$ cat src/rtl/letter_sum_window_search_core_defines.svh
// ----------------------------------------------------------------------------
// Letter sum window search: assertion macros
// Shared check macros, compiled out when SYNTH is defined.
// ----------------------------------------------------------------------------
`ifndef LETTER_SUM_WINDOW_SEARCH_CORE_DEFINES_SVH
`define LETTER_SUM_WINDOW_SEARCH_CORE_DEFINES_SVH

`ifndef SYNTH
// Check that is ignored while reset is asserted.
`define LSWS_ASSERT(lbl, prop) \
	lbl: assert property (@(posedge clk) disable iff (!arst_n) prop) \
		else $error("letter sum window search check failed");
// Check that must also hold while reset is asserted.
`define LSWS_ASSERT_ALWAYS(lbl, prop) \
	lbl: assert property (@(posedge clk) prop) \
		else $error("letter sum window search check failed");
`else
`define LSWS_ASSERT(lbl, prop)
`define LSWS_ASSERT_ALWAYS(lbl, prop)
`endif

`endif

$ cat src/rtl/lsws_pkg.sv
// ----------------------------------------------------------------------------
// Letter sum window search package
// Field widths, character constants and the letter value function.
// ----------------------------------------------------------------------------
package lsws_pkg;

	localparam int CHAR_W   = 8;
	localparam int SUM_W    = 10;
	localparam int START_W  = 10;
	localparam int LEN_W    = 6;
	localparam int VAL_W    = 5;

	localparam logic [CHAR_W-1:0] CHAR_UC_A = 8'h41;
	localparam logic [CHAR_W-1:0] CHAR_UC_Z = 8'h5A;
	localparam logic [CHAR_W-1:0] CHAR_LC_A = 8'h61;
	localparam logic [CHAR_W-1:0] CHAR_LC_Z = 8'h7A;

	// Control handed from the top level to every cell of the chain.
	typedef struct packed {
		logic adv;  // a request is taken this cycle
		logic clr;  // that request ends the text
	} lsws_ctl_t;

	// Alphabet position of a letter in either case, zero for anything else.
	function automatic logic [VAL_W-1:0] char_worth(input logic [CHAR_W-1:0] c);
		logic [CHAR_W-1:0] d;
		d = '0;
		if (c >= CHAR_UC_A && c <= CHAR_UC_Z) begin
			d = c - CHAR_UC_A + 8'd1;
		end else if (c >= CHAR_LC_A && c <= CHAR_LC_Z) begin
			d = c - CHAR_LC_A + 8'd1;
		end
		return d[VAL_W-1:0];
	endfunction

endpackage

$ cat src/rtl/letter_sum_window_search_core.sv
// A match on a character appears on m_tdata in the cycle after that character is taken.
// Throughput: one character per cycle; all candidate cells update in parallel.
// The only stall comes from a result held in the output register while m_tready is low.
// Reset: arst_n clears the target, the position counter, every candidate and the output.
// ----------------------------------------------------------------------------
// Letter sum window search core
// Reports stretches of text, opened by a letter, whose letter values hit the target.
// ----------------------------------------------------------------------------
`include "letter_sum_window_search_core_defines.svh"

module letter_sum_window_search_core import lsws_pkg::*; #(
	parameter int MAX_LEN  = 32,
	parameter int MAX_TEXT = 1024
) (
	input  logic                        clk,
	input  logic                        arst_n,
	// configuration: target_sum
	input  logic                        cfg_valid,
	output logic                        cfg_ready,
	input  logic [SUM_W-1:0]            cfg_data,
	// input stream
	input  logic                        s_tvalid,
	output logic                        s_tready,
	input  logic [CHAR_W-1:0]           s_tdata,    // [7:0] text_char
	input  logic                        s_tlast,    // end_of_text
	// result stream
	output logic                        m_tvalid,
	input  logic                        m_tready,
	output logic [START_W+LEN_W-1:0]    m_tdata     // [9:0] match_start, [15:10] match_length
);

	localparam int POS_W = (MAX_TEXT > 1) ? $clog2(MAX_TEXT) : 1;
	localparam logic [POS_W-1:0] POS_MAX = POS_W'(MAX_TEXT - 1);

	logic [SUM_W-1:0]               target_q;
	logic [POS_W-1:0]               pos_q;
	logic                           open;
	logic                           accept;
	logic [VAL_W-1:0]               value;
	lsws_ctl_t                      ctl;

	logic [MAX_LEN-1:0]             act_vec;
	logic [MAX_LEN-1:0][SUM_W-1:0]  sum_vec;
	logic [MAX_LEN-1:0][POS_W-1:0]  start_vec;
	logic [MAX_LEN-1:0][POS_W-1:0]  hit_start_vec;
	logic [MAX_LEN-1:0]             hit_vec;

	assign cfg_ready = 1'b1;

	always_ff @(posedge clk or negedge arst_n) begin
		if (!arst_n) begin
			target_q <= '0;
		end else if (cfg_valid) begin
			target_q <= cfg_data;
		end
	end

	// The chain moves whenever the output register can take what it produces.
	assign open     = !m_tvalid || m_tready;
	assign s_tready = open;
	assign accept   = s_tvalid && open;
	assign value    = char_worth(s_tdata);
	assign ctl.adv  = accept;
	assign ctl.clr  = s_tlast;

	always_ff @(posedge clk or negedge arst_n) begin
		if (!arst_n) begin
			pos_q <= '0;
		end else if (accept) begin
			if (s_tlast || pos_q == POS_MAX) begin
				pos_q <= '0;
			end else begin
				pos_q <= pos_q + 1'b1;
			end
		end
	end

	// Cell k holds the candidate that opened k characters back; a letter opens one at cell 0.
	for (genvar k = 0; k < MAX_LEN; k++) begin : g_cell
		logic               p_act;
		logic [SUM_W-1:0]   p_sum;
		logic [POS_W-1:0]   p_start;

		if (k == 0) begin : g_head
			assign p_act   = (value != '0);
			assign p_sum   = '0;
			assign p_start = pos_q;
		end else begin : g_link
			assign p_act   = act_vec[k-1];
			assign p_sum   = sum_vec[k-1];
			assign p_start = start_vec[k-1];
		end

		// A hit in cell k belongs to the candidate that cell k is taking in.
		assign hit_start_vec[k] = p_start;

		lsws_cell #(
			.POS_W (POS_W),
			.LAST  (k == MAX_LEN - 1)
		) u_cell (
			.clk        (clk),
			.arst_n     (arst_n),
			.ctl        (ctl),
			.value      (value),
			.target     (target_q),
			.prev_act   (p_act),
			.prev_sum   (p_sum),
			.prev_start (p_start),
			.act_q      (act_vec[k]),
			.sum_q      (sum_vec[k]),
			.start_q    (start_vec[k]),
			.hit        (hit_vec[k])
		);
	end

	lsws_match_out #(
		.MAX_LEN (MAX_LEN),
		.POS_W   (POS_W)
	) u_match_out (
		.clk       (clk),
		.arst_n    (arst_n),
		.ctl       (ctl),
		.open      (open),
		.hit_vec   (hit_vec),
		.start_vec (hit_start_vec),
		.m_tvalid  (m_tvalid),
		.m_tdata   (m_tdata)
	);

	// An older candidate always carries a strictly larger sum than a younger one.
	`LSWS_ASSERT_ALWAYS(a_single_hit, $onehot0(hit_vec))
	`LSWS_ASSERT(a_text_end_clears, accept && s_tlast |=> act_vec == '0 && pos_q == '0)
	`LSWS_ASSERT(a_result_from_request, $rose(m_tvalid) |-> $past(accept))
	`LSWS_ASSERT_ALWAYS(a_pos_in_range, pos_q <= POS_MAX)
	`LSWS_ASSERT(a_stall_freezes_chain, !open |=> $stable(act_vec) && $stable(pos_q))

endmodule

$ cat src/rtl/lsws_cell.sv
// ----------------------------------------------------------------------------
// Letter sum window search: candidate cell
// Holds one candidate of a fixed age and passes it on, one step older.
// ----------------------------------------------------------------------------
module lsws_cell import lsws_pkg::*; #(
	parameter int POS_W = 10,
	parameter bit LAST  = 1'b0
) (
	input  logic                clk,
	input  logic                arst_n,
	input  lsws_ctl_t           ctl,
	input  logic [VAL_W-1:0]    value,
	input  logic [SUM_W-1:0]    target,
	input  logic                prev_act,
	input  logic [SUM_W-1:0]    prev_sum,
	input  logic [POS_W-1:0]    prev_start,
	output logic                act_q,
	output logic [SUM_W-1:0]    sum_q,
	output logic [POS_W-1:0]    start_q,
	output logic                hit
);

	logic [SUM_W:0] sum_next;
	logic           keep;

	assign sum_next = {1'b0, prev_sum} + (SUM_W+1)'(value);
	assign hit      = prev_act && (sum_next == {1'b0, target});
	// The oldest cell drops whatever did not match on its last character.
	assign keep     = prev_act && (sum_next < {1'b0, target}) && !LAST;

	always_ff @(posedge clk or negedge arst_n) begin
		if (!arst_n) begin
			act_q <= 1'b0;
		end else if (ctl.adv) begin
			act_q <= keep && !ctl.clr;
		end
	end

	always_ff @(posedge clk) begin
		if (ctl.adv) begin
			sum_q   <= sum_next[SUM_W-1:0];
			start_q <= prev_start;
		end
	end

endmodule

$ cat src/rtl/lsws_match_out.sv
// ----------------------------------------------------------------------------
// Letter sum window search: match output stage
// Selects the matching cell's start and length and holds the result.
// ----------------------------------------------------------------------------
module lsws_match_out import lsws_pkg::*; #(
	parameter int MAX_LEN = 32,
	parameter int POS_W   = 10
) (
	input  logic                            clk,
	input  logic                            arst_n,
	input  lsws_ctl_t                       ctl,
	input  logic                            open,
	input  logic [MAX_LEN-1:0]              hit_vec,
	input  logic [MAX_LEN-1:0][POS_W-1:0]   start_vec,
	output logic                            m_tvalid,
	output logic [START_W+LEN_W-1:0]        m_tdata
);

	logic                       any_hit;
	logic [POS_W-1:0]           sel_start;
	logic [LEN_W-1:0]           sel_len;
	logic [POS_W+START_W-1:0]   start_ext;
	logic                       valid_q;
	logic [START_W+LEN_W-1:0]   data_q;

	// At most one cell matches, so an AND-OR select is enough.
	always_comb begin
		sel_start = '0;
		sel_len   = '0;
		for (int k = 0; k < MAX_LEN; k++) begin
			if (hit_vec[k]) begin
				sel_start = sel_start | start_vec[k];
				sel_len   = sel_len | LEN_W'(k + 1);
			end
		end
	end

	assign any_hit   = |hit_vec;
	assign start_ext = {{START_W{1'b0}}, sel_start};

	always_ff @(posedge clk or negedge arst_n) begin
		if (!arst_n) begin
			valid_q <= 1'b0;
		end else if (open) begin
			valid_q <= ctl.adv && any_hit;
		end
	end

	always_ff @(posedge clk) begin
		if (open && ctl.adv) begin
			data_q <= {sel_len, start_ext[START_W-1:0]};
		end
	end

	assign m_tvalid = valid_q;
	assign m_tdata  = data_q;

endmodule

$ cat config.mk
export PLATFORM = sky130hd
export DESIGN_NAME = letter_sum_window_search_core
export DESIGN_NICKNAME = d
export VERILOG_FILES = /design/src/rtl/lsws_pkg.sv /design/src/rtl/letter_sum_window_search_core.sv /design/src/rtl/lsws_cell.sv /design/src/rtl/lsws_match_out.sv
export VERILOG_INCLUDE_DIRS = /design/src /design/src/rtl
export SDC_FILE = /design/constraint.sdc
export NUM_CORES = 2
export LEC_CHECK = 0
export BUFFER_PORTS_ARGS = -buffer_cell sky130_fd_sc_hd__buf_2
export CAP_MARGIN = 20
export CORE_MARGIN = 8
export CORE_UTILIZATION = 37
export DETAILED_ROUTE_END_ITERATION = 16
export PLACE_DENSITY = 0.48
export SYNTH_ARGS = -nofsm -noshare
export SYNTH_HDL_FRONTEND = slang
export SYNTH_SLANG_ARGS = --single-unit
export TNS_END_PERCENT = 50
$ cat constraint.sdc
create_clock -name clk -period 28 [get_ports clk]
set_clock_uncertainty 0.2 [all_clocks]
set_input_delay 5.6 -clock clk [delete_from_list [all_inputs] [get_ports clk]]
set_output_delay 5.6 -clock clk [all_outputs]
set_load 0.01 [all_outputs]
After elaboration in Yosys (flattened, before gate mapping). Cells that the tools add are included.

Add/subtract/negate cells: 36. Multiply operators: 0. Divide/modulo/power cells: 0. Order comparisons: 35. Equality and inequality tests: 33. Shift operators: 0. Muxes and demuxes: 68. Bitwise gates (word level): 31. Reduce and logical (&&, ||, !) cells: 105.

Operator list (count): $eq 11x10->1 (31); $mux 10 (34); $add 10x5->11 (30); $lt 11x10->1 (30); $or 10x10->10 (31); $logic_and 1x1->1 (99); $mux 5 (19); $mux 4 (8); $reduce_or 32->1 (1); $ge 8x7->1 const B (2); $le 8x7->1 const B (2); $mux 3 (4); $add 10x1->10 const B (1); $add 5x1->5 const B (2); $eq 10x10->1 const B (1); $eq 5x10->1 (1); $lt 5x10->1 (1); $sub 5x1->5 const B (2); $add 5x5->6 (1); $reduce_bool 5->1 (1); $mux 2 (2); $logic_not 1->1 (2); $logic_or 1x1->1 (2); $mux 1 (1).

Flip-flop bits (word level): 683. Bits in latches: 0. RAM bits: 0. Bits in read-only memories: 0. Bits of input ports: 24. Output and inout port bits: 19. Logic and storage cells: 406. Memories: 0.

Longest topological paths before layout.
Depth in word-level cells: 70. Depth in mapped cells: 23. Gate-level depth less buffers: 22.

Hierarchy. From an unflattened synthesis, not the netlist that was laid out.

Cell total of the unflattened synthesis: 4100. Area, all modules: 45872.7 µm².

By module, submodules not included: lsws_cell at g_cell[0].u_cell ... (times used 30, cells each 116, area an instance 1327.5 µm², seq. area each 625.6 µm²); lsws_match_out (times used 1, cells each 288, area an instance 2356.0 µm², seq. area each 505.5 µm²); lsws_cell at g_cell[21].u_cell (times used 1, cells each 119, area an instance 1338.8 µm², seq. area each 625.6 µm²); lsws_cell at g_cell[31].u_cell (times used 1, cells each 119, area an instance 1332.5 µm², seq. area each 600.6 µm²); letter_sum_window_search_core (times used 1, cells each 94, area an instance 1019.7 µm², seq. area each 500.5 µm²).

Worst setup path before layout. No wires, ideal clock.

Kind: input-to-reg. Start point: input m_tready. End point: register g_cell[0].u_cell.start_q[0], enable pin. Library setup time: 1.228 ns. Arrival: 22.811 ns. Required time: 26.572 ns. Path slack: 3.761 ns. Cell stages on the path: 4. Path buffers: 1. Path through: or2b_2 > nand2_1 > inv_1 > buf_1.

Word-level cells in the longest chain between the ends: 2.

RTL lines: start: declaration (line letter_sum_window_search_core.sv:28) `input logic m_tready,`; $logic_or 1x1->1 (line letter_sum_window_search_core.sv:59) `assign open = !m_tvalid || m_tready;`; $logic_and 1x1->1 (line letter_sum_window_search_core.sv:61) `assign accept = s_tvalid && open;`; named net accept (line letter_sum_window_search_core.sv:38) `logic accept;`; end signal: assignment (line lsws_cell.sv:42) `start_q <= prev_start;`; end: declaration (line lsws_cell.sv:19) `output logic [POS_W-1:0] start_q,`.

The timed path passes the listed nets, and every way through them passes these cells. A chain may end at the register's enable or synchronous reset.

Worst setup path after layout.
Start point: input m_tready. End point: output s_tready.

Word-level cells in the longest chain between the ends: 1.

RTL lines: $logic_or 1x1->1 (line letter_sum_window_search_core.sv:59); end: declaration (line letter_sum_window_search_core.sv:23) `output logic s_tready,`.

Every way passes these cells.

==> impl_metrics.ini <==
[status]
status = finished clean

[synthesis]
synth_edf_count = 621
yosysUniqueCellTypes = 79
synthesis.instances = 3020
ys_ff_latch = 673
synthTopCellsByCount = 621 x edfxtp_1, 452 x ha_1, 187 x inv_1
synth_nets = 3527
synth_area_leaders = edfxtp_1 50%, ha_1 15%, xnor2_1 4.0%
yosysMostFrequentCell = edfxtp_1
synth_area_per_cell_um2 = 12.4
ys_seq_area_share_pct = 53.1
yosys.area.top_type_share_pct = 49.6
synthFlopType = edfxtp_1
async_flop_share_pct = 7.73
yosys.area.top_type = edfxtp_1
yosys_warnings = 0
synthesis.area_um2 = 37600

[clock_tree]
cts.sinks = 673
cts.repair.resized = 0
cts_setup_buffers = 0
clockBufferDepth = 3
root_buffer = clkbuf_16
cts_max_level = 3
postCtsHoldBufs = 0
cts_tree = built
numCtsBuffers = 81
insertion_delay_ps = 650
cts.clk_slew.worst_paths_ps = 60

[critical_path]
r2r_cells = 7
r2r_start = u_match_out.m_tvalid
path_max_fanout = 3
critPathCaptureType = output port
cp.required_ps = 22200
start_kind = primary input
critPathKind = in -> out
r2r-end = g_cell[20].u_cell.start_q[5]
reg2reg_slack_ps = 22430
cp.arrival_ps = 6180

[sta]
layout_setup_ws_ps = 16020
final_hold_viol_count = 0
relSlewSlack_pct = 26.6
timing.final.crit_share_pct = 42.8
setup_viol_count_final = 0
slew_violations = 0
final.min_clock_period_ps = 11980
clock.fmax_mhz = 83.5
tns_ps = 0
rsz0062_at_grt = false
tightest_slew_ps = 1100

[route]
drt_first_iter_violations = 1812
wl_per_cell_um = 23.0
viasPerCell = 5.48
routed_wl_um = 105000
via_count = 25100
drtPass1Iterations = 7
antenna_left = 0
drc_errors = 0

[global_route]
grtUsageTotal_pct = 18.6
grt_pass1_vias = 25600
grt_overflow = 0
antenna_found_initial = 1
grt_pass1_wl_um = 160000
grt_max_degree = 187

[power]
switching_power_mw = 0.800
seq_power_share_pct = 44.5
combPwrFrac_pct = 17.5
ir_drop_v = 0.0000423
p_leak_nw = 16.7
p_int_mw = 2.05
p_per_area_nw_per_um2 = 67.2
p_sw_share_pct = 28.1
power_frac_clock_pct = 38.0

[floorplan]
chipWidth_um = 335
die_area_um2 = 112000
rows = 117
io_pins = 43
core_area_um2 = 101000
die_h_um = 335
initial_core_util_pct = 37.1

[worst_hold_path]
hold_end = g_cell[15].u_cell.start_q[8]
min_path_cells = 0
hp-class = reg -> reg
hp-start = g_cell[14].u_cell.start_q[8]

[place]
port_buffers = 40
gp_congestion = 0.817
hpwl_um = 70400
dp_slack_ps = 16020
placed_cells = 4431

[final_layout]
fillers = 9479
nNetsFinal = 3654
instances_no_fill = 4584
syn2layout_area_growth_pct = 12.9
drive_gt1_share_pct = 8.37

[job]
maxCapViolCount = 0
-- logic make-up (layout without fill, tap and decap cells) --
kind of cell / Yosys count / count (layout) / synth area share, %
flops: 673 / 673 / 53.1
xor+xnor: 218 / 218 / 5.08
compound gates: 737 / 737 / 13.1
simple gates: 676 / 676 / 9.42
fa+ha+maj: 483 / 483 / 16.7
other cells: 1 / 3 / 0.00998
buf+inv: 227 / 421 / 2.45
mux: 5 / 5 / 0.137
-- power groups by stage --
stage	registers (mW)	logic [mW]	clock network [mW]
2_1_floorplan	1.30	0.360	0
3_3_place_gp	1.28	0.489	0
3_5_place_dp	1.29	0.499	0
4_1_cts	1.27	0.503	1.11
5_1_grt	1.28	0.575	1.15
6_report	1.27	0.499	1.08
-- placed cells by master, fill, tap and decap left out, drive strengths merged, types with 45 or more instances in the layout --
master  instances
nor2b          61
a221oi         51
nor2          103
o21a           52
a21oi         157
nand2         158
xor2           46
ha            452
xnor2         172
dfrtp          52
o21ai         189
a22o           45
nand4          92
a21o           48
clkbuf         99
nand3          69
edfxtp        621
inv           191
buf            84
-- layout make-up --
cell class              count  area, um^2  share of cell area (%)
clock buffers              99        2160                    5.08
multi-input cells        2120       16800                    39.5
flip-flops and latches    673       20000                    47.0
well taps                1368        1710                    4.04
inverters                 187         709                    1.67
clock inverters            51         563                    1.33
diodes                      2        5.00                  0.0118
repair buffers             84         549                    1.29
-- through the flow --
step / util (%) / instance area [um^2] / hold WS (ps) / total power [mW]
after detailed placement: 39.2 / 39700 / 232 / 1.78
after CTS: 41.9 / 42400 / 237 / 2.88
after floorplan: - / 37600 / 225 / 1.66
after global placement: 39.2 / 39700 / 229 / 1.77
after global routing: 41.9 / 42400 / 248 / 3.00
final: 41.9 / 42400 / 238 / 2.85
-- sequential cells by signal, summed over array words and instances (netlist names) --
signal	cells
u_match_out.m_tdata	16
g_cell.p_start	10
g_cell.u_cell.sum_q	295
target_q	10
g_cell.u_cell.start_q	310
g_cell.u_cell.act_q	31
u_match_out.m_tvalid	1
-- worst max path at each step --
| stage | from | endpoint | slack, ps |
|---|---|---|---|
| final | m_tready | s_tready | 16020 |
| after global routing | m_tready | s_tready | 16000 |
| after CTS | m_tready | s_tready | 16010 |
| after detailed placement | m_tready | s_tready | 16020 |
| after global placement | m_tready | s_tready | 16010 |
| after floorplan | m_tready | g_cell[0].u_cell.start_q[0] | 3760 |
-- critical path, stage by stage --
cell	delay [ps]
buf_2	90
or2b_2	330
buf_2	160
-- layer usage --
metal | GRT usage, % | part of all wire, % | vias up
met3 | 3.48 | 5.8 | 149
met4 | 4.75 | 2.2 | 0
met1 | 24.7 | 45 | 12500
met2 | 31.3 | 47 | 659
met5 | 0 | 0 | -
li1 | - | - | 11900
No activity file was read; power rests on OpenSTA's default activity.
